### src/hdl/ihex_pkg.sv
`timescale 1ns / 1ps
// ----------------------------------------------------------------------------
// ihex_pkg
// Shared types, codes and helpers of the HEX record loader.
// ----------------------------------------------------------------------------
package ihex_pkg;

  localparam int unsigned RECORD_MAX    = 256;
  localparam int unsigned BUF_IDX_W     = $clog2(RECORD_MAX);
  localparam int unsigned OP_FIFO_DEPTH = 4;
  localparam int unsigned OP_PTR_W      = $clog2(OP_FIFO_DEPTH);

  localparam logic [7:0] CHAR_COLON = 8'h3A;

  typedef enum logic [2:0] {
    ST_RUN    = 3'd0,
    ST_OK     = 3'd1,
    ST_TRUNC  = 3'd2,
    ST_TYPE   = 3'd3,
    ST_IGNORE = 3'd4
  } status_e;

  typedef enum logic [3:0] {
    PH_SEEK    = 4'd0,
    PH_LEN_HI  = 4'd1,
    PH_LEN_LO  = 4'd2,
    PH_AHI_HI  = 4'd3,
    PH_AHI_LO  = 4'd4,
    PH_ALO_HI  = 4'd5,
    PH_ALO_LO  = 4'd6,
    PH_TYPE_HI = 4'd7,
    PH_TYPE_LO = 4'd8,
    PH_DATA_HI = 4'd9,
    PH_DATA_LO = 4'd10,
    PH_CHK_HI  = 4'd11,
    PH_CHK_LO  = 4'd12
  } phase_e;

  typedef enum logic [1:0] {
    OP_STATUS = 2'd0,
    OP_READ   = 2'd1,
    OP_COMMIT = 2'd2
  } op_kind_e;

  typedef enum logic [2:0] {
    B_CLEAR   = 3'd0,
    B_IDLE    = 3'd1,
    B_READ    = 3'd2,
    B_COPY_RD = 3'd3,
    B_COPY_WR = 3'd4
  } back_state_e;

  typedef struct packed {
    logic        cmd;
    logic [7:0]  text_char;
    logic        is_last;
    logic [15:0] read_addr;
  } in_item_t;

  typedef struct packed {
    logic [2:0] status;
    logic [7:0] read_data;
  } out_item_t;

  // Work handed from the parser to the memory side.
  typedef struct packed {
    op_kind_e    kind;
    status_e     status;
    logic [15:0] addr;
    logic [7:0]  count;
  } op_t;

  typedef struct packed {
    logic                 en;
    logic [BUF_IDX_W-1:0] idx;
    logic [7:0]           data;
  } buf_wr_t;

  typedef struct packed {
    logic init_done;
    logic commit_done;
  } back_stat_t;

  function automatic logic [3:0] hex_value(input logic [7:0] c);
    logic [3:0] v;
    v = 4'd0;
    if (c >= 8'h30 && c <= 8'h39) v = 4'(c - 8'h30);
    else if (c >= 8'h41 && c <= 8'h46) v = 4'(c - 8'h41 + 8'd10);
    else if (c >= 8'h61 && c <= 8'h66) v = 4'(c - 8'h61 + 8'd10);
    return v;
  endfunction

endpackage

### src/hdl/ihex_op_fifo.sv
`timescale 1ns / 1ps
// ----------------------------------------------------------------------------
// ihex_op_fifo
// Short queue of parser work between the parser and the memory side.
// ----------------------------------------------------------------------------
module ihex_op_fifo (
  input  logic          clk_i,
  input  logic          rst_ni,
  input  logic          push_i,
  input  ihex_pkg::op_t op_i,
  output logic          full_o,
  output logic          valid_o,
  input  logic          pop_i,
  output ihex_pkg::op_t op_o
);
  import ihex_pkg::*;

  op_t                mem_q [OP_FIFO_DEPTH];
  logic [OP_PTR_W-1:0] wptr_q, rptr_q;
  logic [OP_PTR_W:0]   cnt_q, cnt_d;
  logic                do_push, do_pop;

  assign full_o  = (cnt_q == (OP_PTR_W+1)'(OP_FIFO_DEPTH));
  assign valid_o = (cnt_q != '0);
  assign op_o    = mem_q[rptr_q];
  assign do_push = push_i && !full_o;
  assign do_pop  = pop_i && valid_o;

  always_comb begin
    cnt_d = cnt_q;
    if (do_push && !do_pop) cnt_d = cnt_q + 1'b1;
    else if (do_pop && !do_push) cnt_d = cnt_q - 1'b1;
  end

  always_ff @(posedge clk_i) begin
    if (do_push) mem_q[wptr_q] <= op_i;
  end

  always_ff @(posedge clk_i or negedge rst_ni) begin
    if (!rst_ni) begin
      wptr_q <= '0;
      rptr_q <= '0;
      cnt_q  <= '0;
    end else begin
      if (do_push) wptr_q <= wptr_q + 1'b1;
      if (do_pop) rptr_q <= rptr_q + 1'b1;
      cnt_q <= cnt_d;
    end
  end

endmodule

### config.mk
export PLATFORM = sky130hd
export DESIGN_NAME = ihex_op_fifo
export DESIGN_NICKNAME = d
export VERILOG_FILES = /design/src/hdl/ihex_pkg.sv /design/src/hdl/ihex_op_fifo.sv
export SDC_FILE = /design/constraint.sdc
export NUM_CORES = 1
export LEC_CHECK = 0
export BUFFER_PORTS_ARGS = -buffer_cell sky130_fd_sc_hd__buf_2
export CAP_MARGIN = 5
export CELL_PAD_IN_SITES_DETAIL_PLACEMENT = 0
export CELL_PAD_IN_SITES_GLOBAL_PLACEMENT = 2
export CORE_ASPECT_RATIO = 0.6
export CORE_MARGIN = 1.5
export CORE_UTILIZATION = 45
export CTS_CLUSTER_DIAMETER = 80
export CTS_CLUSTER_SIZE = 24
export DETAILED_ROUTE_END_ITERATION = 8
export PLACE_DENSITY_LB_ADDON = 0.05
export SLEW_MARGIN = 15
export SYNTH_ARGS = -nofsm -noshare
export SYNTH_HDL_FRONTEND = slang
export SYNTH_SLANG_ARGS = --single-unit
### constraint.sdc
create_clock -name clk_i -period 5.08 [get_ports clk_i]
set_input_delay 0.762 -clock clk_i [delete_from_list [all_inputs] [get_ports clk_i]]
set_output_delay 0.762 -clock clk_i [all_outputs]
set_load 0.01 [all_outputs]
Word level (Yosys, flattened, before mapping)
Memories as Yosys holds them, arrays and structs flattened. Cells that the tools add are included.

Register bits: 7. RAM bits: 116. Output and inout port bits: 31. Logic and storage cells: 22. Memories: 1.

$add $sub $neg: 4. Equal/unequal tests: 1. Muxes and demuxes: 4. Reduce and logical (&&, ||, !) cells: 9.

Memories: mem_q (words 4, width 29, rd ports 1, clocked after Yosys merged registers in 0, wr ports 1, line ihex_op_fifo.sv:18) `op_t mem_q [OP_FIFO_DEPTH];`.

Operator list (number): 3-bit 2-to-1 mux (2); 2-bit by 1-bit adder with 2-bit output (second input constant) (2); 1-bit logical AND (4); 3-bit by 1-bit adder with 3-bit output (second input constant) (1); 3-bit == test (second input constant) (1); 1-bit zero test (3); 3-bit nonzero test (1); 3-bit by 1-bit subtractor with 3-bit output (second input constant) (1); 1-bit 2-to-1 mux (2); 2-bit nonzero test (1).

Logic depth before layout (Yosys ltp)
Gate-level depths: netlist of run 1.

Word-level depth: 7. Depth in mapped cells: 9. Mapped depth without buffers: 8.

Worst setup path before layout of run 1
OpenSTA, ideal clock, no wires.

Path type: input to register. Start: input push_i. End: register cnt_q[1]. Data arrival time: 1.938 ns. Required time: 4.955 ns. Path slack: 3.018 ns. Stages: 6. Path buffers: 1. Cells stage by stage: nor2b_2 buf_6 ha_1 inv_1 fa_1 mux2_2.

Elaborated cells on any way between the ends: 6. Classes of those cells: 1 x mux; 5 x reduce/logical.

RTL lines: start: declaration (line ihex_op_fifo.sv:9) `input logic push_i,`; 1-bit logical AND (line ihex_op_fifo.sv:26) `assign do_push = push_i && !full_o;`; via do_push (line ihex_op_fifo.sv:21) `logic do_push, do_pop;`; 1-bit logical AND (line ihex_op_fifo.sv:31) `if (do_push && !do_pop) cnt_d = cnt_q + 1'b1;`; 3-bit 2-to-1 mux (line ihex_op_fifo.sv:31); via cnt_d[1] (line ihex_op_fifo.sv:20) `logic [OP_PTR_W:0] cnt_q, cnt_d;`; end signal: assignment (line ihex_op_fifo.sv:47) `cnt_q <= cnt_d;`; end: declaration (line ihex_op_fifo.sv:20).

The timed path passes the listed nets, and every way through them passes these cells. A chain may end at the register's enable or synchronous reset.

==> results of run 1 <==
## kinds of logic (layout without fill, tap and decap cells)
kind of cell  Yosys count  count (layout)  share of synthesized area [%]
xor+xnor                6               6                           1.14
flops                 123             123                           79.1
mux                    31              31                           14.7
fa+ha+maj               6               6                           1.79
buf+inv                10              99                           1.49
simple gates           10              10                           1.76
## Yosys cell counts
library cell | count | share of area (%)
edfxtp_1 | 116 | 75
mux4_2 | 29 | 14
dfrtp_1 | 7 | 3.8
ha_1 | 5 | 1.4
and2_2 | 4 | 0.65
buf_6 | 4 | 0.97
xnor2_1 | 4 | 0.76
inv_1 | 3 | 0.24
clkbuf_1 | 2 | 0.16
xor2_1 | 2 | 0.38
buf_2 | 1 | 0.11
fa_1 | 1 | 0.43
mux2_2 | 1 | 0.24
mux2_4 | 1 | 0.32
nand2_1 | 1 | 0.081
nand3_1 | 1 | 0.11
nor2_1 | 1 | 0.081
nor2b_2 | 1 | 0.19
nor3b_4 | 1 | 0.41
or3_4 | 1 | 0.24
## final timing paths
check | slack [ns] | from | endpoint | cells past startpoint
max in group asynchronous | 4.71 | rst_ni | rptr_q[0] | 1
setup reg to reg | 2.93 | cnt_q[1] | cnt_q[2] | 8
min in group clk_i | 0.49 | cnt_q[2] | cnt_q[2] | 1
setup / recovery | 2.04 | rptr_q[0] | op_o[5] | 3
hold / removal | 0.19 | rst_ni | wptr_q[1] | 1
hold reg to reg | 0.49 | cnt_q[2] | cnt_q[2] | 1
## where the power goes
| part | switching [mW] | internal [mW] |
|---|---|---|
| clock | 0.396 | 0.862 |
| sequential | 0.131 | 1.35 |
| combinational | 0.428 | 0.435 |
## state kept, by name, summed over array words and instances (netlist names)
signal and cells:
mem_q 116, wptr_q 2, cnt_q 3, rptr_q 2
## cell type report
type / count / area, sq um / share of cell area (%)
Clock buffer: 22 / 444 / 7.82
Tap cell: 135 / 169 / 2.97
Timing Repair Buffer: 65 / 330 / 5.81
Multi-Input combinational cell: 53 / 896 / 15.8
Clock inverter: 9 / 170 / 3.00
Inverter: 3 / 11.3 / 0.198
Sequential cell: 123 / 3660 / 64.4
## cells in the final DEF (no fill, tap or decap)
cell          n
clkinvlp_4    1
or3_4         1
nor2_1        1
mux2_4        1
nor2b_2       1
edfxtp_1    116
dfrtp_2       1
inv_1         3
nand3_1       1
clkinv_1      2
nor3b_4       1
fa_1          1
xnor2_1       4
clkbuf_16    17
clkinv_2      1
dfrtp_1       6
xor2_1        2
mux2_2        1
ha_1          5
buf_4         2
clkbuf_1      5
buf_2        63
nand2_1       1
bufinv_16     5
mux4_2       29
and2_2        4
## layer usage
layer,vias to the layer above,share of wire [%]
met5,-,0
met2,69,45
met3,8,6.6
li1,933,-
met4,0,0.72
met1,1098,48
## metrics by stage
step | area [sq um] | instances
final | 5680 | 410
after global routing | 5680 | 410
after CTS | 5680 | 410
after detailed placement | 5070 | 379
after global placement | 5070 | 379
after floorplan | 4620 | 186
==> run metrics, run 1 <==
Worst Path Max Fanout 20; clock buffer count from CTS 17; worst hold path type primary input to async pin; CP Data Required Time 4.32 ns; crit share post-route between 50% and 60%; Worst path max stage delay 0.79 ns; worst path cell trace buf_4 -> mux4_2 -> buf_2; Syn Inst Count 186; CTS tree built; Worst Max-Slew Pin Slew 0.837 ns; hold buffer count at CTS 0; setup TNS 0 ns; Critical Path AT 2.28 ns; Routed Antenna Nets 0; Filler cells 739; Seq/Total Area, Yosys about four fifths; CP top delay family flip-flops; first-pass iteration count of the detailed router 4; Via density between 5 and 6; largest net degree at the start of global routing 30; Die Ht just over 80 um; met2 Track Usage GR 24.0%; drc violations 0; Final Util 57.3%; Worst Skew 0.00816 ns; Fin. Hold Viols 0; antenna diode count 0; WHS between 0.15 and 0.2 ns; First DRT Iteration DRCs 152; NumNets Final just over 300; CTS root buf clkbuf_16; leakage power 2.00 nW; Vias 2,108; Final HPWL DP between 4000 and 5000 um; Synth warnings 0; final worst path period need 3.04 ns; syn_area_per_cell 24.9 sq um; Post-Route WL 8070 um; Syn-to-layout area delta 22.9%; Design Power 3.60 mW; WP buf/inv 2; total global-route track usage between 15 and 20%; startpoint types flop; area of the die 10,900 sq um; Slew HR 44.2%; postcts setup bufs 0; grt total ovfl 0; initial antenna violation count 0; worst vdd ir 0.315 mV; PnR worst setup slack 2.04 ns; met1 GRT Util 22.6%; H-tree levels 4; count of different cell masters after synthesis 20; Worst-path clk slew 0.05 ns; Post-Syn Area 4620 sq um; met3 usage 6.79%; Final setup viols 0; Avg WL per Cell 19.7 um; # clock sinks 123; register bit total from synthesis 123; vias in the first global route 2,211; Longest Clk Path Bufs 2; run status finished, final reports clean; Die Width approximately 130 um; ratio of cells with drive above 1 in the final layout between 40% and 50%; GP Congestion roughly 0.68; Post-Syn Nets 225; Clock Latency Late Sink 0.41 ns; Pwr Density 634 nW/um^2; Critical Path End Type output pin; first-pass GRT wire length 12,400 um; global route hottest layer met2; Initial Util 46.6%; IO buf count 63; RSZ-0062 raised after global routing false; post-place setup slack 2.39 ns; # resized after CTS 0; I/O Pins 64; Slew Limit Fails 0; critical path type flop to output pin; fmax about 0.33 GHz; Max Cap Viol 0; core area 9910 sq um; CP max-delay cell dfrtp_2; row cnt 28
(Power assumes the default switching activity.)
==> run 2: changes to the inputs <==
--- a/config.mk
+++ b/config.mk
@@ -5,13 +5,14 @@
 export SDC_FILE = /design/constraint.sdc
 export NUM_CORES = 1
 export LEC_CHECK = 0
+export ABC_AREA = 1
 export BUFFER_PORTS_ARGS = -buffer_cell sky130_fd_sc_hd__buf_2
 export CAP_MARGIN = 5
 export CELL_PAD_IN_SITES_DETAIL_PLACEMENT = 0
 export CELL_PAD_IN_SITES_GLOBAL_PLACEMENT = 2
 export CORE_ASPECT_RATIO = 0.6
 export CORE_MARGIN = 1.5
-export CORE_UTILIZATION = 45
+export CORE_UTILIZATION = 40
 export CTS_CLUSTER_DIAMETER = 80
 export CTS_CLUSTER_SIZE = 24
 export DETAILED_ROUTE_END_ITERATION = 8
==> constraint.sdc (replaced) <==
create_clock -name clk_i -period 3.1 [get_ports clk_i]
set_input_delay 0.465 -clock clk_i [delete_from_list [all_inputs] [get_ports clk_i]]
set_output_delay 0.465 -clock clk_i [all_outputs]
set_load 0.01 [all_outputs]
==> run metrics, run 2 <==
Pwr Density 986 nW/um^2; Max Cap Viol 0; Register-to-Register Path Depth 4; worst vdd ir 0.504 mV; hold buffer count at CTS 1; synth top area cells edfxtp_1, nand2_1, o211ai_2; antenna diode count 0; Vias 3,006; critical path type flop to output pin; Post-Syn Nets 437; CTS tree built; part of the power in registers 37.7%; Worst Max-Slew Pin Slew approximately 0.93 ns; GP Congestion 0.743; largest net degree at the start of global routing 47; worst path cell trace inv_4 -> buf_4 -> nand2_1 -> o211ai_1 -> nand2_1 -> buf_2; clock share of power 28.3%; final worst path period need roughly 2.5 ns; Worst-path clk slew 0.05 ns; I/O Pins 64; switching share of power 34.9%; area of the die 13,700 sq um; Final setup viols 0; Initial Util around two fifths; FF-to-FF End mem_q[2][18]; WP buf/inv 3; First DRT Iteration DRCs 144; ratio of cells with drive above 1 in the final layout approximately 27%; crit share post-route approximately 80%; CP top delay family buffers and inverters; Fin. Hold Viols 0; max FFs per register 116; Inst Count DP just over 600; commonest non-fill, non-tap cells in the layout edfxtp_1, nand2_1, inv_1, buf_2; syn_area_per_cell 13.0 sq um; EDFF count, synth 116; largest area contributor in the netlist edfxtp_1; first-pass iteration count of the detailed router 5; Largest Register mem_q; Post-Syn Area 5170 sq um; total global-route track usage 16.0%; Worst path max stage delay 0.42 ns; most frequent cells after synthesis edfxtp_1, nand2_1, inv_1; Post-Route WL 9800 um; Avg WL per Cell 15.1 um; # clock sinks 123; Routed Antenna Nets 0; Hold Path End mem_q[0][6]; Hold Path Depth 1; Syn Inst Count 398; postcts setup bufs 0; initial antenna violation count 0; core area roughly 12,000 sq um; NumNets Final 509; IO buf count 63; clock buffer count from CTS 17; CTS root buf clkbuf_16; # resized after CTS 0; count of different cell masters after synthesis 19; Seq/Total Area, Yosys between 70% and 80%; RSZ-0062 raised after global routing false; vias in the first global route 3,013; CP max-delay cell dfrtp_1; fmax 0.402 GHz; leakage power ~2.6 nW; setup TNS 0 ns; first-pass GRT wire length 16,000 um; grt total ovfl 0; Die Ht 91.1 um; Critical Path End Type output pin; Yosys top cell area share 67.3%; combinational share of power 34.0%; run status finished, final reports clean; CP Data Required Time between 2 and 3 ns; Clock Latency Late Sink about 0.4 ns; Final Instance Count excl. Fillers 647; worst hold path type primary input to flop; register bit total from synthesis 123; top_reg_cell synth edfxtp_1; biggest regs mem_q: 116 flops, cnt_q: 3 flops; worst r2r src cnt_q[0]; Final HPWL DP about 5800 um; most common cell in the netlist edfxtp_1; Synth warnings 0; Slew HR 37.7%; Worst path most repeated cell nand2_1; row cnt 31; Critical Path AT 2.02 ns; Hold Crit Start op_i[6]; Syn-to-layout area delta 20.0%; most common cell after layout, fill and taps aside edfxtp_1; Longest Clk Path Bufs 2; startpoint types flop; Int Pwr between 3 and 4 mW; worst reg-to-reg setup slack around 0.98 ns; Via density 4.65; share of flip-flops with an asynchronous set or reset 5.69%; H-tree levels 4; Die Width 150 um; Worst Path Max Fanout between 40 and 50; drc violations 0; Worst Skew 0.00810 ns; Slew Limit Fails 0; Net Switching approximately 2.1 mW
[run 2: area by class of cell]
class                   instances  area (sq um)
fillers                      1097          6130
flip-flops and latches        123          3660
multi-input cells             182          1150
clock buffers                  19           433
repair buffers                 71           390
inverters                      75           284
well taps                     165           206
clock inverters                12          82.6
[run 2: metal layers]
layer / routed length [um] / global-route usage (%) / up-vias
li1: - / - / 1511
met3: 360 / 4.37 / 11
met5: 0 / 0 / -
met2: 4350 / 23.3 / 50
met4: 93 / 6.86 / 0
met1: 5000 / 22.4 / 1434
[run 2: metrics by stage]
stage	area (sq um)	power, mW	util [%]	setup slack [ns]	hold WS, ns
global placement	5680	4.45	46.1	0.986	0.312
detailed placement	5680	4.47	46.1	0.939	0.316
finish	6210	6.12	50.3	0.611	0.283
global route	6210	6.55	50.3	0.476	0.262
floorplan	5170	3.76	-	0.720	0.169
CTS	6210	6.22	50.3	0.597	0.264
[run 2: power groups by stage]
stage / clock, mW / combinational [mW] / sequential (mW)
6_report: 1.73 / 2.08 / 2.31
5_1_grt: 1.85 / 2.35 / 2.34
3_5_place_dp: 0 / 2.13 / 2.34
4_1_cts: 1.78 / 2.13 / 2.31
2_1_floorplan: 0 / 1.43 / 2.33
3_3_place_gp: 0 / 2.11 / 2.34
[run 2: kinds of logic after synthesis]
logic type      Yosys count  synth area share (%)
simple gates            116                  8.63
flops                   123                  70.7
xor+xnor                  1                 0.169
buf+inv                  93                  7.59
fa+ha+maj                 6                  1.60
compound gates           59                  11.3
[run 2: worst max path at each step]
stage,depth (start not counted),from,endpoint,slack [ns]
floorplan,4,cnt_q[0],mem_q[0][0],0.72
global placement,4,cnt_q[1],mem_q[2][10],0.99
detailed placement,4,cnt_q[1],mem_q[2][22],0.94
CTS,6,rptr_q[0],op_o[18],0.60
global route,6,rptr_q[0],op_o[1],0.48
finish,6,rptr_q[0],op_o[18],0.61
==> run 3: changes to the inputs <==
--- a/config.mk
+++ b/config.mk
@@ -5,14 +5,14 @@
 export SDC_FILE = /design/constraint.sdc
 export NUM_CORES = 1
 export LEC_CHECK = 0
-export ABC_AREA = 1
+export ABC_AREA = 0
 export BUFFER_PORTS_ARGS = -buffer_cell sky130_fd_sc_hd__buf_2
 export CAP_MARGIN = 5
 export CELL_PAD_IN_SITES_DETAIL_PLACEMENT = 0
 export CELL_PAD_IN_SITES_GLOBAL_PLACEMENT = 2
 export CORE_ASPECT_RATIO = 0.6
 export CORE_MARGIN = 1.5
-export CORE_UTILIZATION = 40
+export CORE_UTILIZATION = 44
 export CTS_CLUSTER_DIAMETER = 80
 export CTS_CLUSTER_SIZE = 24
 export DETAILED_ROUTE_END_ITERATION = 8
==> constraint.sdc (replaced) <==
create_clock -name clk_i -period 2.5 [get_ports clk_i]
set_input_delay 0.375 -clock clk_i [delete_from_list [all_inputs] [get_ports clk_i]]
set_output_delay 0.375 -clock clk_i [all_outputs]
set_load 0.01 [all_outputs]
==> run metrics, run 3 (same netlist as run 1, synthesis figures left out) <==
GP Congestion 0.719; FF-to-FF End cnt_q[2]; Initial Util a little under half; drc violations 0; first-pass GRT wire length 12,200 um; Largest Register mem_q; max FFs per register approximately 120; total global-route track usage 15.8%; core area 10,000 sq um; Pwr Density approximately 1300 nW/um^2; Post-Route WL 7900 um; H-tree levels 4; Finished Cell Area 5790 sq um; row cnt 28; # resized after CTS 0; area of the die approximately 11,000 sq um; Final setup viols 0; Critical Path AT a little under 2 ns; run status finished, final reports clean; Die Ht 82.4 um; I/O Pins 64; Filler cells 763; Worst Max-Slew Pin Slew 0.468 ns; largest net degree at the start of global routing 31; final worst path period need 2.30 ns; # clock sinks 123; Longest Clk Path Bufs 2; worst hold path type primary input to flop; NumNets Final just over 300; Register-to-Register Path Depth 8; Final HPWL DP 4830 um; postcts setup bufs 0; CP Data Required Time 2.12 ns; crit share post-route 92.0%; antenna diode count 0; worst path cell trace buf_4 -> mux4_2 -> buf_2; fmax 0.435 GHz; Worst-path clk slew 0.06 ns; CP max-delay cell dfrtp_2; First DRT Iteration DRCs roughly 120; Worst path max stage delay between 0.5 and 0.6 ns; clock buffer count from CTS 17; Die Width 135 um; setup TNS 0 ns; grt total ovfl 0; Syn-to-layout area delta 25.2%; Fin. Hold Viols 0; Routed Antenna Nets 0; Clock Latency Late Sink 0.40 ns; Critical Path End Type output pin; Vias roughly 2,100; Max Cap Viol 0; initial antenna violation count 0; DP Area 5160 sq um; Slew Limit Fails 0; Worst Skew 0.00812 ns; first-pass iteration count of the detailed router 4; startpoint types flop; CTS root buf clkbuf_16; Slew HR 68.8%; Worst Path Max Fanout 9; ratio of cells with drive above 1 in the final layout 49.8%; worst r2r src cnt_q[1]; IO buf count 63; Avg WL per Cell 18.9 um; vias in the first global route 2,148; critical path type flop to output pin; commonest non-fill, non-tap cells in the layout edfxtp_1, buf_2, mux4_2, clkbuf_16; biggest regs mem_q: 116 flops, cnt_q: 3 flops; worst vdd ir about 0.57 mV; worst reg-to-reg setup slack 0.37 ns; Worst Setup SP rptr_q[0]; leakage power 2.06 nW; CTS tree built; Via density 4.99; RSZ-0062 raised after global routing false; most common cell after layout, fill and taps aside edfxtp_1; hold buffer count at CTS 1; critical path capture point op_o[15]
==> run 3: cell types whose count changed in the layout (fill, tap and decap cells not counted), sizes merged, moves of 2 or more <==
cell    change
nand2     -103
inv        -69
o211ai     -58
mux4       +29
nand3       -6
clkinv      -5
and2        +4
bufinv      +3
nor2        -3
xnor2       +3
buf         +2
clkbuf      -2
mux2        +2
xor2        +2
==> run 3: per-stage QoR <==
| step | hold slack, ns | power [mW] | setup WS (ns) | std cells | util (%) |
|---|---|---|---|---|---|
| after floorplan | 0.0794 | 4.23 | 0.479 | 186 | - |
| after global placement | 0.228 | 4.97 | 0.422 | 386 | 51.5 |
| after detailed placement | 0.226 | 4.97 | 0.407 | 386 | 51.5 |
| after CTS | 0.172 | 7.53 | 0.133 | 418 | 57.8 |
| after global routing | 0.176 | 7.79 | 0.0613 | 418 | 57.8 |
| final | 0.186 | 7.42 | 0.199 | 418 | 57.8 |
==> run 3: final cells by class <==
| class | instances | area (sq um) | area share (%) |
|---|---|---|---|
| inverter | 3 | 11.3 | 0.195 |
| timing repair buffer | 73 | 430 | 7.44 |
| sequential | 123 | 3660 | 63.2 |
| tap | 135 | 169 | 2.92 |
| clock buffer | 17 | 425 | 7.35 |
| multi-input combinational | 53 | 896 | 15.5 |
| clock inverter | 14 | 196 | 3.39 |
==> run 3: worst min-delay path by stage <==
stage / cells after the start / endpoint / startpoint
2_1_floorplan: 0 / cnt_q[0] / rst_ni
3_3_place_gp: 1 / wptr_q[1] / rst_ni
3_5_place_dp: 1 / cnt_q[2] / rst_ni
4_1_cts: 1 / mem_q[3][13] / op_i[13]
5_1_grt: 1 / mem_q[3][18] / op_i[18]
6_report: 1 / mem_q[3][18] / op_i[18]
==> run 3: routing by layer <==
metal  up-vias  wire [um]  GRT usage [%]
met5         -          0              0
met3         7        494           6.29
met1      1082       3860           22.1
met2        49       3470           22.1
li1        947          -              -
met4         0         75           7.10
==> run 3: worst max-delay path, delay by kind of cell (launching register included) <==
kind | cells | cell delay (ns)
buf+inv | 2 | 0.43
mux | 1 | 0.52
flops | 1 | 0.57
==> run 3: where the power goes <==
part           total [mW]  leakage, nW  internal (mW)  switching (mW)
registers            2.91         1.14           2.74           0.175
logic                1.97        0.617          0.977           0.995
clock network        2.54        0.297           1.67           0.872
total                7.42         2.06           5.38            2.04
