$ cat config.mk
export PLATFORM = sky130hd
export DESIGN_NAME = ihex_front
export DESIGN_NICKNAME = d
export VERILOG_FILES = /design/src/hdl/ihex_pkg.sv /design/src/hdl/ihex_front.sv
export SDC_FILE = /design/constraint.sdc
export NUM_CORES = 1
export LEC_CHECK = 0
export BUFFER_PORTS_ARGS = -buffer_cell sky130_fd_sc_hd__buf_2
export CAP_MARGIN = 5
export CORE_MARGIN = 5
export CORE_UTILIZATION = 30
export DETAILED_ROUTE_END_ITERATION = 8
export GPL_ROUTABILITY_DRIVEN = 0
export GPL_TIMING_DRIVEN = 0
export SETUP_SLACK_MARGIN = 0.15
export SLEW_MARGIN = 20
export SYNTH_ARGS = -nofsm -noshare
export SYNTH_HDL_FRONTEND = slang
export SYNTH_SLANG_ARGS = --single-unit
$ cat constraint.sdc
create_clock -name clk_i -period 7.04 [get_ports clk_i]
set_clock_uncertainty 0.1 [all_clocks]
set_input_delay 1.408 -clock clk_i [delete_from_list [all_inputs] [get_ports clk_i]]
set_output_delay 1.408 -clock clk_i [all_outputs]
set_load 0.005 [all_outputs]
$ cat src/hdl/ihex_pkg.sv
`timescale 1ns / 1ps
// ----------------------------------------------------------------------------
// ihex_pkg
// Shared types, codes and helpers of the HEX record loader.
// ----------------------------------------------------------------------------
package ihex_pkg;

  localparam int unsigned RECORD_MAX    = 256;
  localparam int unsigned BUF_IDX_W     = $clog2(RECORD_MAX);
  localparam int unsigned OP_FIFO_DEPTH = 4;
  localparam int unsigned OP_PTR_W      = $clog2(OP_FIFO_DEPTH);

  localparam logic [7:0] CHAR_COLON = 8'h3A;

  typedef enum logic [2:0] {
    ST_RUN    = 3'd0,
    ST_OK     = 3'd1,
    ST_TRUNC  = 3'd2,
    ST_TYPE   = 3'd3,
    ST_IGNORE = 3'd4
  } status_e;

  typedef enum logic [3:0] {
    PH_SEEK    = 4'd0,
    PH_LEN_HI  = 4'd1,
    PH_LEN_LO  = 4'd2,
    PH_AHI_HI  = 4'd3,
    PH_AHI_LO  = 4'd4,
    PH_ALO_HI  = 4'd5,
    PH_ALO_LO  = 4'd6,
    PH_TYPE_HI = 4'd7,
    PH_TYPE_LO = 4'd8,
    PH_DATA_HI = 4'd9,
    PH_DATA_LO = 4'd10,
    PH_CHK_HI  = 4'd11,
    PH_CHK_LO  = 4'd12
  } phase_e;

  typedef enum logic [1:0] {
    OP_STATUS = 2'd0,
    OP_READ   = 2'd1,
    OP_COMMIT = 2'd2
  } op_kind_e;

  typedef enum logic [2:0] {
    B_CLEAR   = 3'd0,
    B_IDLE    = 3'd1,
    B_READ    = 3'd2,
    B_COPY_RD = 3'd3,
    B_COPY_WR = 3'd4
  } back_state_e;

  typedef struct packed {
    logic        cmd;
    logic [7:0]  text_char;
    logic        is_last;
    logic [15:0] read_addr;
  } in_item_t;

  typedef struct packed {
    logic [2:0] status;
    logic [7:0] read_data;
  } out_item_t;

  // Work handed from the parser to the memory side.
  typedef struct packed {
    op_kind_e    kind;
    status_e     status;
    logic [15:0] addr;
    logic [7:0]  count;
  } op_t;

  typedef struct packed {
    logic                 en;
    logic [BUF_IDX_W-1:0] idx;
    logic [7:0]           data;
  } buf_wr_t;

  typedef struct packed {
    logic init_done;
    logic commit_done;
  } back_stat_t;

  function automatic logic [3:0] hex_value(input logic [7:0] c);
    logic [3:0] v;
    v = 4'd0;
    if (c >= 8'h30 && c <= 8'h39) v = 4'(c - 8'h30);
    else if (c >= 8'h41 && c <= 8'h46) v = 4'(c - 8'h41 + 8'd10);
    else if (c >= 8'h61 && c <= 8'h66) v = 4'(c - 8'h61 + 8'd10);
    return v;
  endfunction

endpackage

$ cat src/hdl/ihex_front.sv
`timescale 1ns / 1ps
// ----------------------------------------------------------------------------
// ihex_front
// Record parser: takes requests, decodes HEX text, fills the record buffer
// and hands status, read and commit work to the memory side.
// ----------------------------------------------------------------------------
module ihex_front (
  input  logic                clk_i,
  input  logic                rst_ni,
  input  logic                push_i,
  output logic                full_o,
  input  ihex_pkg::in_item_t  in_item_i,
  input  ihex_pkg::back_stat_t back_stat_i,
  input  logic                op_full_i,
  output logic                op_push_o,
  output ihex_pkg::op_t       op_o,
  output ihex_pkg::buf_wr_t   buf_wr_o
);
  import ihex_pkg::*;

  phase_e      phase_q, phase_d;
  logic [3:0]  digit_high_q, digit_high_d;
  logic [7:0]  rec_len_q, rec_len_d;
  logic [15:0] rec_addr_q, rec_addr_d;
  logic [7:0]  byte_cnt_q, byte_cnt_d;
  logic        decided_q, decided_d;
  logic        commit_busy_q, commit_busy_d;

  logic        accept;
  logic        last;
  logic [7:0]  pair_byte;
  logic        pair_end;
  logic        commit;
  status_e     status;

  // Hold off while a commit still copies out of the buffer and the next
  // character could overwrite it or start another commit.
  assign full_o = !back_stat_i.init_done || op_full_i ||
                  (commit_busy_q && (phase_q == PH_DATA_LO || phase_q == PH_CHK_LO));
  assign accept    = push_i && !full_o;
  assign op_push_o = accept;
  assign last      = in_item_i.is_last;
  assign pair_byte = {digit_high_q, hex_value(in_item_i.text_char)};

  always_comb begin
    phase_d      = phase_q;
    digit_high_d = digit_high_q;
    rec_len_d    = rec_len_q;
    rec_addr_d   = rec_addr_q;
    byte_cnt_d   = byte_cnt_q;
    decided_d    = decided_q;
    pair_end     = 1'b0;
    commit       = 1'b0;
    status       = ST_RUN;
    buf_wr_o     = '0;

    if (accept && !in_item_i.cmd) begin
      if (decided_q) begin
        if (last) begin
          decided_d = 1'b0;
          phase_d   = PH_SEEK;
        end
        status = ST_IGNORE;
      end else begin
        case (phase_q)
          PH_SEEK: begin
            if (in_item_i.text_char == CHAR_COLON) begin
              if (last) status = ST_TRUNC;
              else phase_d = PH_LEN_HI;
            end else begin
              status = last ? ST_OK : ST_RUN;
            end
          end
          PH_LEN_HI, PH_AHI_HI, PH_ALO_HI, PH_TYPE_HI, PH_DATA_HI, PH_CHK_HI: begin
            digit_high_d = hex_value(in_item_i.text_char);
            if (last) begin
              phase_d = PH_SEEK;
              status  = ST_TRUNC;
            end else begin
              phase_d = phase_e'(phase_q + 4'd1);
            end
          end
          PH_LEN_LO: begin
            rec_len_d = pair_byte;
            phase_d   = PH_AHI_HI;
            pair_end  = 1'b1;
          end
          PH_AHI_LO: begin
            rec_addr_d = {pair_byte, 8'h00};
            phase_d    = PH_ALO_HI;
            pair_end   = 1'b1;
          end
          PH_ALO_LO: begin
            rec_addr_d = {rec_addr_q[15:8], pair_byte};
            phase_d    = PH_TYPE_HI;
            pair_end   = 1'b1;
          end
          PH_TYPE_LO: begin
            if (pair_byte != 8'd0) begin
              phase_d = PH_SEEK;
              if (!last) decided_d = 1'b1;
              status = (pair_byte == 8'd1) ? ST_OK : ST_TYPE;
            end else begin
              byte_cnt_d = 8'd0;
              phase_d    = (rec_len_q != 8'd0) ? PH_DATA_HI : PH_CHK_HI;
              pair_end   = 1'b1;
            end
          end
          PH_DATA_LO: begin
            buf_wr_o.en   = 1'b1;
            buf_wr_o.idx  = byte_cnt_q;
            buf_wr_o.data = pair_byte;
            byte_cnt_d    = byte_cnt_q + 8'd1;
            phase_d = (({1'b0, byte_cnt_q} + 9'd1) >= {1'b0, rec_len_q}) ?
                      PH_CHK_HI : PH_DATA_HI;
            pair_end = 1'b1;
          end
          PH_CHK_LO: begin
            commit  = 1'b1;
            phase_d = PH_SEEK;
            status  = last ? ST_OK : ST_RUN;
          end
          default: begin
            phase_d = PH_SEEK;
            status  = last ? ST_OK : ST_RUN;
          end
        endcase
        if (pair_end && last) begin
          phase_d = PH_SEEK;
          status  = ST_TRUNC;
        end
      end
    end
  end

  always_comb begin
    op_o.kind   = OP_STATUS;
    op_o.status = status;
    op_o.addr   = rec_addr_q;
    op_o.count  = byte_cnt_q;
    if (in_item_i.cmd) begin
      op_o.kind   = OP_READ;
      op_o.status = ST_RUN;
      op_o.addr   = in_item_i.read_addr;
    end else if (commit) begin
      op_o.kind = OP_COMMIT;
    end
  end

  always_comb begin
    commit_busy_d = commit_busy_q;
    if (accept && !in_item_i.cmd && commit) commit_busy_d = 1'b1;
    else if (back_stat_i.commit_done) commit_busy_d = 1'b0;
  end

  always_ff @(posedge clk_i or negedge rst_ni) begin
    if (!rst_ni) begin
      phase_q       <= PH_SEEK;
      digit_high_q  <= 4'd0;
      rec_len_q     <= 8'd0;
      rec_addr_q    <= 16'd0;
      byte_cnt_q    <= 8'd0;
      decided_q     <= 1'b0;
      commit_busy_q <= 1'b0;
    end else begin
      phase_q       <= phase_d;
      digit_high_q  <= digit_high_d;
      rec_len_q     <= rec_len_d;
      rec_addr_q    <= rec_addr_d;
      byte_cnt_q    <= byte_cnt_d;
      decided_q     <= decided_d;
      commit_busy_q <= commit_busy_d;
    end
  end

endmodule

# Word level (Yosys, flattened, before mapping)
# Cells that the tools add are included.
# word_totals
regBits	42
latch_bits	0
mem_bits_rw	0
romBits	0
in_bits	32
out_inout_bits	48
mem_count	0
# classes
add_sub_neg	8
n_mul	0
n_div	0
magnitude_cmp	7
n_eq_ne	18
shift	0
mux	44
bitwise	2
n_reduce_logical	28
# ops
cell	count
2-to-1 mux 17 bit	3
2-to-1 mux 4 bit	10
case mux 16 bit (2 select lines)	1
case mux 4 bit (7 select lines)	1
== test 4 bit (second input constant)	5
2-to-1 mux 19 bit	1
== test 4 x 3 -> 1 bit (second input constant)	4
>= comparator 8 x 7 -> 1 bit (second input constant)	2
<= comparator 8 x 7 -> 1 bit (second input constant)	2
2-to-1 mux 2 bit	8
case mux 8 bit (2 select lines)	1
nonzero test 8 bit	2
2-to-1 mux 1 bit	13
AND reduction 4 bit	3
subtractor 4 x 1 -> 4 bit (second input constant)	3
adder 8 x 1 -> 9 bit (second input constant)	1
>= comparator 9 x 8 -> 1 bit	1
2-to-1 mux 3 bit	3
AND reduction 3 bit	3
adder 4 bit (second input constant)	2
adder 8 x 1 -> 8 bit (second input constant)	1
== test 4 x 2 -> 1 bit (second input constant)	2
== test 8 x 1 -> 1 bit (second input constant)	1
== test 8 x 6 -> 1 bit (second input constant)	1
other kinds (17)	33

# Longest topological paths before layout
# Gate-level depths: netlist of the first run.
# depth
depth_word	15
ltp_mapped	11

# Least setup slack after synthesis of the first run
# No wires, ideal clock.
# synth_timing
path_kind	input port to output port
from	input in_item_i[25] (netlist name)
to	output buf_wr_o[10] (netlist name)
arrival_time_ps	2869
required_ps	5532
setup_slack_ps	2663
cell_stages	8
cell_sequence	buf_2 -> and4bb_2 -> o211ai_2 -> or2_1 -> clkbuf_1 -> inv_1 -> clkbuf_1 -> and2_1
# synth_rtl
element	line	source
from (decl)	ihex_front.sv:12	input ihex_pkg::in_item_t in_item_i,
to (decl)	ihex_front.sv:17	output ihex_pkg::buf_wr_t buf_wr_o

==> reports/metrics.cfg, run 1 <==
[run_status]
run_status = finished, final reports clean

[cells_and_area]
layout.nets = 458
antennaDiodeCount = 0
sequential_cell_area_sq_mm = 0.00105
fillCellCount = 1009
post_route_cells_drive_above_1_share = 0.315
area_growth_syn_to_layout_pct = 22.1
multi_input_comb_area_sq_mm = 0.00178
final_core_utilization = 0.372

[worst_setup_path]
critPathKind = input pin to output port
crit_path_max_incr_delay_ps = 390
critPathArrivalTime_ps = 3490
cp_data_required_time_ps = 5530
path_max_fanout = 10
timing.critical_path.cells = buf_2 > and4bb_2 > o211ai_2 > or2_1 > clkbuf_1 > inv_1 > clkbuf_1 > and2_1 > buf_2
cp-start-kind = input pin
timing.critical_path.to_type = output port
critical_path_buf_inv_count = 5
critical-path-slowest-cell = sky130_fd_sc_hd__clkbuf_1
critical_path_s_top_delay_family = buffers and inverters

[power]
power.density_mw_per_mm2 = 157
internal_power_uw = 378
net_switching_power_figure_uw = 189
power_switching_share = 0.334
static-leakage-power_uw = 0.00174
vdd_drop_max_uv = 80.0
seqPwrFrac = 0.455
power.share.clock = 0.289
combPwrFrac = 0.256

[detailed_routing]
totalWireLength_microns = 8150
met3_length_microns = 551
route.met2.wl_microns = 3910
post_drt_wl_per_cell_microns = 15.0
via_count = 2746
detailedRoute.firstIterationViolations = 190
dr.pass1.iters = 4
routed_antenna_nets = 0
maxUsedRoutingLayer = met4
drc_errors = 0
post_drt_via_cell_ratio = 5.06
metal1_wirelength_microns = 3620

[sta]
rsz0062_at_grt = no
maxClockFrequency_mhz = 200
report.final.slew_viol_count = 0
hold_violations = 0
maxSlewHeadroom = 0.615
tightest_slew_ps = 577
fin_setup_tns_ps = 0
fin_crit_ps = 4990
hold_slack_ps = 387
finalSetupViolCount = 0
post_route_clock_period_utilization = 0.709

[clock_tree]
postCtsSetupBuffers = 0
clkSinkCount = 42
post_cts_hold_buffer_count = 0
register_clock_pin_slew_on_the_reported_worst_setup_and_hold_paths_ps = 80
post_cts_resize_count = 0
ctsLongestPathBuffers = 2
cts_buffers = 5
ctsHtreeMaxLevel = 2
cts_tree = built
clk-insertion-delay-late_ps = 300
clockRootBuffer = sky130_fd_sc_hd__clkbuf_8

[placed_design]
buffer_ports.inserted = 78
hpwlAfterDp_microns = 6370

[synth]
ys_async_sr_fraction = 1.00
mapped_cells = 324
synth_edf_count = 0
ys_seq_elements = 42
synthesis.nets = 373
synth_ff_type = sky130_fd_sc_hd__dfrtp_1
post_synth_instance_area_sq_mm = 0.00295
synth.lib_cells_used.distinct = 58
yosys_warnings = 0
synth_sequential_area_ratio = 0.356
synth_area_per_cell_sq_um = 9.11

[grt]
first_global_vias = 2667
number_of_antenna_violations_at_the_first_check_in_global_routing = 0
globalRouteTotalUtil = 0.140
grt_residual_overflow = 0
grt_first_pass_wirelength_microns = 13200
maximum_number_of_pins_on_one_net_before_global_route_repair = 43

[floorplanning]
start_util = 0.305
floorplan.die_area_sq_mm = 0.0119
num_io_pins = 80
chipHeight_microns = 109
rows = 36
placeableCoreArea_sq_mm = 0.00968
die_width_microns = 109

[min_path]
worstHoldPathType = flop to flop

[job]
timing.max_cap.violations = 0

[through the flow]
step | cell area (sq um) | power (uW) | instances | setup slack, ps
floorplan | 2950 | 358 | 324 | 2660
global placement | 3510 | 403 | 535 | 2050
detailed placement | 3510 | 406 | 535 | 2010
CTS | 3600 | 572 | 543 | 2000
global route | 3600 | 602 | 543 | 1870
finish | 3600 | 567 | 543 | 2050
[final timing paths]
| check | startpoint | cells past startpoint | slack [ps] | endpoint |
|---|---|---|---|---|
| worst max-delay path | in_item_i[25] | 9 | 2050 | buf_wr_o[7] |
| worst min-delay path | rec_addr_q[0] | 2 | 390 | rec_addr_q[0] |
| worst max register to register | phase_q[0] | 9 | 4270 | phase_q[2] |
| worst min register to register | rec_addr_q[0] | 2 | 390 | rec_addr_q[0] |
| max in group asynchronous | rst_ni | 1 | 5470 | rec_addr_q[3] |
| min in group asynchronous | rst_ni | 1 | 970 | decided_q |
[worst register-to-register path: stages, from the launching register on]
cell                       delay, ps
sky130_fd_sc_hd__dfrtp_1         440
sky130_fd_sc_hd__inv_1           120
sky130_fd_sc_hd__ha_1            180
sky130_fd_sc_hd__clkbuf_1        390
sky130_fd_sc_hd__a21oi_1         130
sky130_fd_sc_hd__a21oi_1         380
sky130_fd_sc_hd__nor3_1          140
sky130_fd_sc_hd__a211o_1         300
sky130_fd_sc_hd__a211oi_2        330
sky130_fd_sc_hd__a22o_1          200
[state kept, by name, indices dropped and copies added (netlist names)]
signal / count
decided_q: 1
byte_cnt_q: 8
phase_q: 4
rec_addr_q: 16
digit_high_q: 4
rec_len_q: 8
commit_busy_q: 1
[cell type report]
class / instances / share of cell area
multi-input cells: 252 / 0.493
well taps: 133 / 0.0462
inverters: 16 / 0.0167
plain buffers: 14 / 0.0174
clock inverters: 3 / 0.00660
flip-flops and latches: 42 / 0.292
clock buffers: 5 / 0.0191
repair buffers: 78 / 0.109
[logic make-up after synthesis]
family                     count (synthesis)  share of synthesized area
AOI/OAI and AO/OA                         81                      0.184
adders and majority gates                 17                     0.0721
muxes                                     26                     0.0988
xor gates and xnor gates                   7                     0.0208
buffers and inverters                     30                     0.0416
and+or+nand+nor                          121                      0.226
DFF                                       42                      0.356
[power by group through the flow]
stage	Sequential, uW	Clock, uW	Combinational (uW)
CTS	258	169	145
finish	258	164	145
global route	259	179	164
global placement	263	0	141
floorplan	260	0	98.0
detailed placement	263	0	144
[synth_stat cells (all sizes together), types with 3 or more instances]
| cell | n | area share |
|---|---|---|
| a21oi | 15 | 0.028 |
| o41ai | 4 | 0.012 |
| nor3 | 4 | 0.0085 |
| clkbuf | 7 | 0.0089 |
| nand3 | 12 | 0.020 |
| nor4 | 5 | 0.016 |
| mux2 | 25 | 0.095 |
| and2 | 16 | 0.034 |
| ha | 17 | 0.072 |
| a211oi | 4 | 0.012 |
| o21ai | 27 | 0.046 |
| dfrtp | 42 | 0.36 |
| inv | 16 | 0.020 |
| o211ai | 4 | 0.012 |
| a21o | 7 | 0.018 |
| nor2b | 3 | 0.0064 |
| a22o | 9 | 0.027 |
| nand2b | 4 | 0.0085 |
| xnor2 | 4 | 0.012 |
| nand2 | 33 | 0.042 |
| nor2 | 23 | 0.029 |
| xor2 | 3 | 0.0089 |
| buf | 7 | 0.012 |
[cells in the final DEF, fill, tap and decap left out, types with 12 or more instances in the layout]
master,count
sky130_fd_sc_hd__ha_1,17
sky130_fd_sc_hd__a21oi_1,13
sky130_fd_sc_hd__nor2_1,23
sky130_fd_sc_hd__dfrtp_1,42
sky130_fd_sc_hd__mux2_2,25
sky130_fd_sc_hd__buf_2,82
sky130_fd_sc_hd__nand3_1,12
sky130_fd_sc_hd__and2_1,16
sky130_fd_sc_hd__inv_1,16
sky130_fd_sc_hd__nand2_1,33
sky130_fd_sc_hd__o21ai_0,26
[routing by layer]
metal,vias to the layer above,GRT usage
met4,0,0.0508
li1,1332,-
met5,-,0
met2,94,0.225
met1,1316,0.189
met3,4,0.0243
No activity file was read; power rests on OpenSTA's default activity.
==> inputs of run 2 (changes only) <==
==> constraint.sdc (replaced) <==
create_clock -name clk_i -period 4 [get_ports clk_i]
set_clock_uncertainty 0.1 [all_clocks]
set_input_delay 0.8 -clock clk_i [delete_from_list [all_inputs] [get_ports clk_i]]
set_output_delay 0.8 -clock clk_i [all_outputs]
set_load 0.005 [all_outputs]
==> reports/metrics.cfg, run 2 (synthesis gave the netlist of run 1 again) <==
[floorplanning]
rows = 36  ; unchanged
chipHeight_microns = 109  ; unchanged
start_util = 0.305  ; unchanged
placeableCoreArea_sq_mm = 0.00968  ; unchanged
die_width_microns = 109  ; unchanged
floorplan.die_area_sq_mm = 0.0119  ; unchanged
num_io_pins = 80  ; unchanged

[detailed_routing]
met3_length_microns = 556  ; +0.91%
routed_antenna_nets = 0  ; unchanged
route.met2.wl_microns = 3860  ; -1.4%
metal1_wirelength_microns = 3640  ; +0.47%
post_drt_wl_per_cell_microns = 15.0  ; about the same
maxUsedRoutingLayer = met4
totalWireLength_microns = 8160  ; about the same
detailedRoute.firstIterationViolations = 184  ; -3.2%
post_drt_via_cell_ratio = 5.11  ; +0.98%
dr.pass1.iters = 4  ; unchanged
drc_errors = 0  ; unchanged
via_count = 2773  ; +0.98%

[cells_and_area]
layout.nets = 458  ; unchanged
layout.cells.most_common = sky130_fd_sc_hd__buf_2
reg_top3 = rec_addr_q: 16 flops, byte_cnt_q: 8 flops, rec_len_q: 8 flops
most-common-layout-cells = 82 x sky130_fd_sc_hd__buf_2, 42 x sky130_fd_sc_hd__dfrtp_1, 33 x sky130_fd_sc_hd__nand2_1
post_route_cells_drive_above_1_share = 0.320  ; +0.00488
area_growth_syn_to_layout_pct = 22.2  ; about the same
largest_reg_flops = 16  ; unchanged
antennaDiodeCount = 0  ; unchanged
final_core_utilization = 0.372  ; about the same
finish.cell_count_without_fillers = 543  ; unchanged
regMostFlops = rec_addr_q

[worst_setup_path]
path_max_fanout = 10  ; unchanged
crit_path_max_incr_delay_ps = 430  ; +40 ps
cp_data_required_time_ps = 3100  ; -2430 ps
timing.critical_path.to_type = output port
cp-start-kind = flop
critPathKind = flop to output port
critPathArrivalTime_ps = 2740  ; -750 ps
timing.critical_path.cells = inv_1 > ha_1 > mux2i_1 > o211ai_2 > or2_1 > clkbuf_2 > inv_1 > clkbuf_2 > and2_1 > buf_2
reg2reg_slack_ps = 1220  ; -3050 ps
critical-path-slowest-cell = sky130_fd_sc_hd__dfrtp_1

[grt]
maximum_number_of_pins_on_one_net_before_global_route_repair = 43  ; unchanged
globalRouteTotalUtil = 0.140  ; unchanged
grt_first_pass_wirelength_microns = 13200  ; unchanged
grt_residual_overflow = 0  ; unchanged
number_of_antenna_violations_at_the_first_check_in_global_routing = 0  ; unchanged
first_global_vias = 2667  ; unchanged

[run_status]
run_status = finished, final reports clean

[power]
power.density_mw_per_mm2 = 277  ; +76%
vdd_drop_max_uv = 141  ; +76%
static-leakage-power_uw = 0.00175  ; +0.34%

[sta]
maxSlewHeadroom = 0.616  ; about the same
maxClockFrequency_mhz = 275
hold_violations = 0  ; unchanged
tightest_slew_ps = 577  ; -0.181 ps
fin_setup_tns_ps = 0  ; unchanged
fin_crit_ps = 3640
report.final.slew_viol_count = 0  ; unchanged
rsz0062_at_grt = no
post_route_clock_period_utilization = 0.909
finalSetupViolCount = 0  ; unchanged

[placed_design]
hpwlAfterDp_microns = 6370  ; unchanged
placed_cells = 535  ; unchanged
buffer_ports.inserted = 78  ; unchanged

[min_path]
worstHoldPathType = input pin to async pin

[clock_tree]
ctsHtreeMaxLevel = 2  ; unchanged
clockRootBuffer = sky130_fd_sc_hd__clkbuf_8
ctsLongestPathBuffers = 2  ; unchanged
clkSinkCount = 42  ; unchanged
register_clock_pin_slew_on_the_reported_worst_setup_and_hold_paths_ps = 90  ; about the same
cts_tree = built
cts_buffers = 5  ; unchanged
postCtsSetupBuffers = 0  ; unchanged
clk-insertion-delay-late_ps = 300  ; about the same

[job]
timing.max_cap.violations = 0  ; unchanged

run 2: cell types whose count changed in the layout (fill, tap and decap cells not counted):
cell,delta
sky130_fd_sc_hd__clkbuf_1,-2
sky130_fd_sc_hd__clkbuf_2,+2
run 2: critical path, delay by kind of cell (launching register included):
kind                       cells  cell delay, ps
muxes                          1             270
AOI/OAI and AO/OA              1             180
DFF                            1             430
and+or+nand+nor                2             390
buffers and inverters          5             890
adders and majority gates      1             270
run 2: through the flow:
stage	worst slack [ps]	total power [uW]	hold slack [ps]	instance area, sq um
finish	365	1000	357	3600
detailed placement	183	715	380	3510
floorplan	839	629	346	2950
CTS	294	1010	399	3600
global placement	228	710	365	3510
global route	182	1060	415	3600
run 2: where the power goes:
part           switching, uW  total (uW)  leakage [uW]  internal (uW)
sequential              17.5         454      0.000585            436
clock                    165         290     0.0000408            125
combinational            153         257       0.00112            104
total                    335        1000       0.00175            665
run 2: area by class of cell:
cell class | instances | area, sq um
tap | 133 | 166
inverter | 16 | 60.1
timing repair buffer | 78 | 393
sequential | 42 | 1050
buffer | 14 | 65.1
multi-input combinational | 252 | 1780
clock buffer | 5 | 68.8
clock inverter | 3 | 23.8
fill | 1009 | 6080
run 2: metal layers:
layer  up-vias  GRT usage
met3         8     0.0243
met2       104      0.225
met4         0     0.0508
met1      1329      0.189
met5         -          0
li1       1332          -
run 2: final timing paths:
path                                     from            end  cells past startpoint
worst max-delay path               phase_q[0]    buf_wr_o[7]                     10
max in group asynchronous              rst_ni  rec_addr_q[3]                      1
worst max register to register     phase_q[0]     phase_q[2]                      9
worst min-delay path                   rst_ni      decided_q                      1
worst min register to register  rec_addr_q[0]  rec_addr_q[0]                      2
min in group clk_i              rec_addr_q[0]  rec_addr_q[0]                      2
run 2: what timing repair did:
action,4_1_cts,5_1_grt
endpoints found under the setup margin,5,9
gates cloned,0,0
gates resized for setup,1,2
hold buffers,0,0
==> inputs of run 3 (changes only) <==
--- a/config.mk
+++ b/config.mk
@@ -5,6 +5,7 @@
 export SDC_FILE = /design/constraint.sdc
 export NUM_CORES = 1
 export LEC_CHECK = 0
+export ABC_AREA = 1
 export BUFFER_PORTS_ARGS = -buffer_cell sky130_fd_sc_hd__buf_2
 export CAP_MARGIN = 5
 export CORE_MARGIN = 5
==> reports/metrics.cfg, run 3 <==
[synth]
post_synth_instance_area_sq_mm = 0.00296  ; +0.34%
ys_seq_elements = 42  ; unchanged
ys_async_sr_fraction = 1.00  ; unchanged
synth_sequential_area_ratio = 0.355  ; -0.00120
synthesis.nets = 443  ; +19%
mapped_cells = 394  ; +22%
synth.lib_cells_used.distinct = 36  ; -38%
synth_ff_type = sky130_fd_sc_hd__dfrtp_1
synth_largest_type_area_fraction = 0.355  ; -0.00120
synth_area_per_cell_sq_um = 7.51  ; -17%
ys_top_cells_by_area = sky130_fd_sc_hd__dfrtp_1 36%, sky130_fd_sc_hd__nand2_1 11%, sky130_fd_sc_hd__inv_1 8.2%
synth.largest_area_cell = sky130_fd_sc_hd__dfrtp_1
yosys_warnings = 0  ; unchanged
post-synth-top-count-cell = sky130_fd_sc_hd__nand2_1
synth_edf_count = 0  ; unchanged
synth_top_cells_by_count = 90 x sky130_fd_sc_hd__nand2_1, 65 x sky130_fd_sc_hd__inv_1, 49 x sky130_fd_sc_hd__nor2_1, 42 x sky130_fd_sc_hd__dfrtp_1, 23 x sky130_fd_sc_hd__o21ai_0

[floorplanning]
rows = 36  ; unchanged
floorplan.die_area_sq_mm = 0.0120  ; +0.30%
start_util = 0.306  ; +0.00103
die_width_microns = 109  ; +0.15%
chipHeight_microns = 109  ; +0.15%
placeableCoreArea_sq_mm = 0.00968  ; unchanged
num_io_pins = 80  ; unchanged

[cells_and_area]
area_growth_syn_to_layout_pct = 22.6
antennaDiodeCount = 0  ; unchanged
sequential_cell_area_sq_mm = 0.00105  ; unchanged
layout.cells.most_common = sky130_fd_sc_hd__nand2_1
post_route_cells_drive_above_1_share = 0.264  ; -0.0555
largest_reg_flops = 16  ; unchanged
multi_input_comb_area_sq_mm = 0.00160  ; -9.9%
reg_top3 = rec_addr_q: 16 flops, byte_cnt_q: 8 flops, rec_len_q: 8 flops
most-common-layout-cells = 88 x sky130_fd_sc_hd__nand2_1, 78 x sky130_fd_sc_hd__buf_2, 64 x sky130_fd_sc_hd__inv_1
layout.nets = 529  ; +16%
finish.cell_count_without_fillers = 614  ; +13%
regMostFlops = rec_addr_q
fillCellCount = 1034  ; +2.5%
layout.cell_area.non_filler_sq_mm = 0.00363  ; +0.66%

[placed_design]
buffer_ports.inserted = 77  ; -1.3%
hpwlAfterDp_microns = 6150  ; -3.5%
dpl-instance-area_sq_mm = 0.00351  ; +0.14%
placed_cells = 604  ; +13%

[min_path]
worstHoldPathType = input pin to async pin

[clock_tree]
clockRootBuffer = sky130_fd_sc_hd__clkbuf_8
post_cts_hold_buffer_count = 0  ; unchanged
register_clock_pin_slew_on_the_reported_worst_setup_and_hold_paths_ps = 80  ; about the same
clk-insertion-delay-late_ps = 300  ; about the same
cts_buffers = 5  ; unchanged
ctsLongestPathBuffers = 2  ; unchanged
ctsHtreeMaxLevel = 2  ; unchanged
cts_tree = built
clkSinkCount = 42  ; unchanged

[grt]
grt_first_pass_wirelength_microns = 13500  ; +1.8%
number_of_antenna_violations_at_the_first_check_in_global_routing = 0  ; unchanged
grt_residual_overflow = 0  ; unchanged
maximum_number_of_pins_on_one_net_before_global_route_repair = 43  ; unchanged
globalRouteTotalUtil = 0.141  ; +0.000824
first_global_vias = 2824  ; +5.9%

[sta]
rsz0062_at_grt = no
report.final.slew_viol_count = 0  ; unchanged
fin_crit_ps = 3580  ; -56.2 ps
fin_setup_tns_ps = 0  ; unchanged
maxSlewHeadroom = 0.605  ; -0.0104
post_route_clock_period_utilization = 0.895  ; -0.0140
maxClockFrequency_mhz = 279  ; +1.6%
finalSetupViolCount = 0  ; unchanged
tightest_slew_ps = 590  ; +13.4 ps
hold_violations = 0  ; unchanged

[detailed_routing]
met3_length_microns = 347  ; -38%
metal1_wirelength_microns = 3570  ; -1.8%
detailedRoute.firstIterationViolations = 175  ; -4.9%
drc_errors = 0  ; unchanged
via_count = 2828  ; +2.0%
maxUsedRoutingLayer = met4
post_drt_wl_per_cell_microns = 12.8  ; -15%
dr.pass1.iters = 4  ; unchanged
totalWireLength_microns = 7860  ; -3.7%
post_drt_via_cell_ratio = 4.61  ; -9.8%
route.met2.wl_microns = 3820  ; -1.1%
routed_antenna_nets = 0  ; unchanged

[power]
static-leakage-power_uw = 0.00188  ; +7.7%
power.density_mw_per_mm2 = 251  ; -9.7%
vdd_drop_max_uv = 109  ; -23%

[run_status]
run_status = finished, final reports clean

[worst_setup_path]
critPathArrivalTime_ps = 2680  ; -60 ps
timing.critical_path.to_type = output port
critPathKind = flop to output port
path_max_fanout = 10  ; unchanged
cp_data_required_time_ps = 3100  ; about the same
cp-start-kind = flop

[job]
timing.max_cap.violations = 0  ; unchanged

## run 3: cell count changes after synthesis, sizes merged, moves of 7 or more
cell,previous run,this run
inv,16,68
o22ai,1,11
o21ai,27,40
nand3,12,22
nor2,23,51
a21oi,15,7
nand2,33,92
a22o,9,0
mux2,25,8
and2,16,0
a21o,7,0
## run 3: metal layers
metal | vias to the layer above | global-route usage
met5 | - | 0
met1 | 1319 | 0.180
met3 | 8 | 0.0247
li1 | 1437 | -
met4 | 0 | 0.0454
met2 | 64 | 0.241
## run 3: repair_timing
action	CTS	global route
setup endpoints to repair	0	11
gates resized for setup	0	4
setup buffers	0	2
## run 3: critical path, cell delays in order, from the launching register on
cell and delay [ps]:
sky130_fd_sc_hd__dfrtp_1 430, sky130_fd_sc_hd__inv_1 100, sky130_fd_sc_hd__ha_1 200, sky130_fd_sc_hd__inv_1 170, sky130_fd_sc_hd__nor2_1 120, sky130_fd_sc_hd__o21ai_2 190, sky130_fd_sc_hd__nand3b_4 110, sky130_fd_sc_hd__nor3_4 220
sky130_fd_sc_hd__nand2_4 140, sky130_fd_sc_hd__nor2_4 180, sky130_fd_sc_hd__inv_2 100, sky130_fd_sc_hd__clkbuf_8 180, sky130_fd_sc_hd__nor2_1 110, sky130_fd_sc_hd__buf_2 130
## run 3: final timing paths
kind | end | startpoint | cells after the start | slack, ps
min reg2reg | rec_len_q[7] | rec_len_q[7] | 2 | 390
max | buf_wr_o[2] | phase_q[0] | 13 | 420
min in group clk_i | rec_len_q[7] | rec_len_q[7] | 2 | 390
max in group asynchronous | byte_cnt_q[5] | rst_ni | 1 | 3040
max reg2reg | phase_q[1] | byte_cnt_q[2] | 18 | 1280
min | rec_addr_q[5] | rst_ni | 1 | 380
## run 3: through the flow
stage / setup WS [ps] / util / hold slack [ps] / total power [uW]
3_3_place_gp: 377 / 0.363 / 365 / 629
4_1_cts: 287 / 0.372 / 392 / 915
2_1_floorplan: 940 / - / 351 / 568
5_1_grt: 153 / 0.375 / 403 / 963
3_5_place_dp: 355 / 0.363 / 372 / 634
6_report: 421 / 0.375 / 378 / 909
## run 3: area by class of cell
cell class / count / share of cell area
multi-input cells: 276 / 0.441
flip-flops and latches: 42 / 0.290
repair buffers: 79 / 0.111
inverters: 68 / 0.0717
well taps: 133 / 0.0459
clock buffers: 6 / 0.0200
plain buffers: 8 / 0.0169
clock inverters: 2 / 0.00379
## run 3: cells by family after synthesis
group                      Yosys count  share of synthesized area
AOI/OAI and AO/OA                   64                      0.130
DFF                                 42                      0.355
and+or+nand+nor                    180                      0.283
buffers and inverters               76                      0.109
muxes                                8                     0.0304
xor gates and xnor gates             7                     0.0207
adders and majority gates           17                     0.0718
## run 3: where the power goes
group          total, uW  internal (uW)  switching, uW  leakage, uW
clock network        282            123            159    0.0000452
registers            441            432           9.02     0.000543
logic                186           67.4            118      0.00130
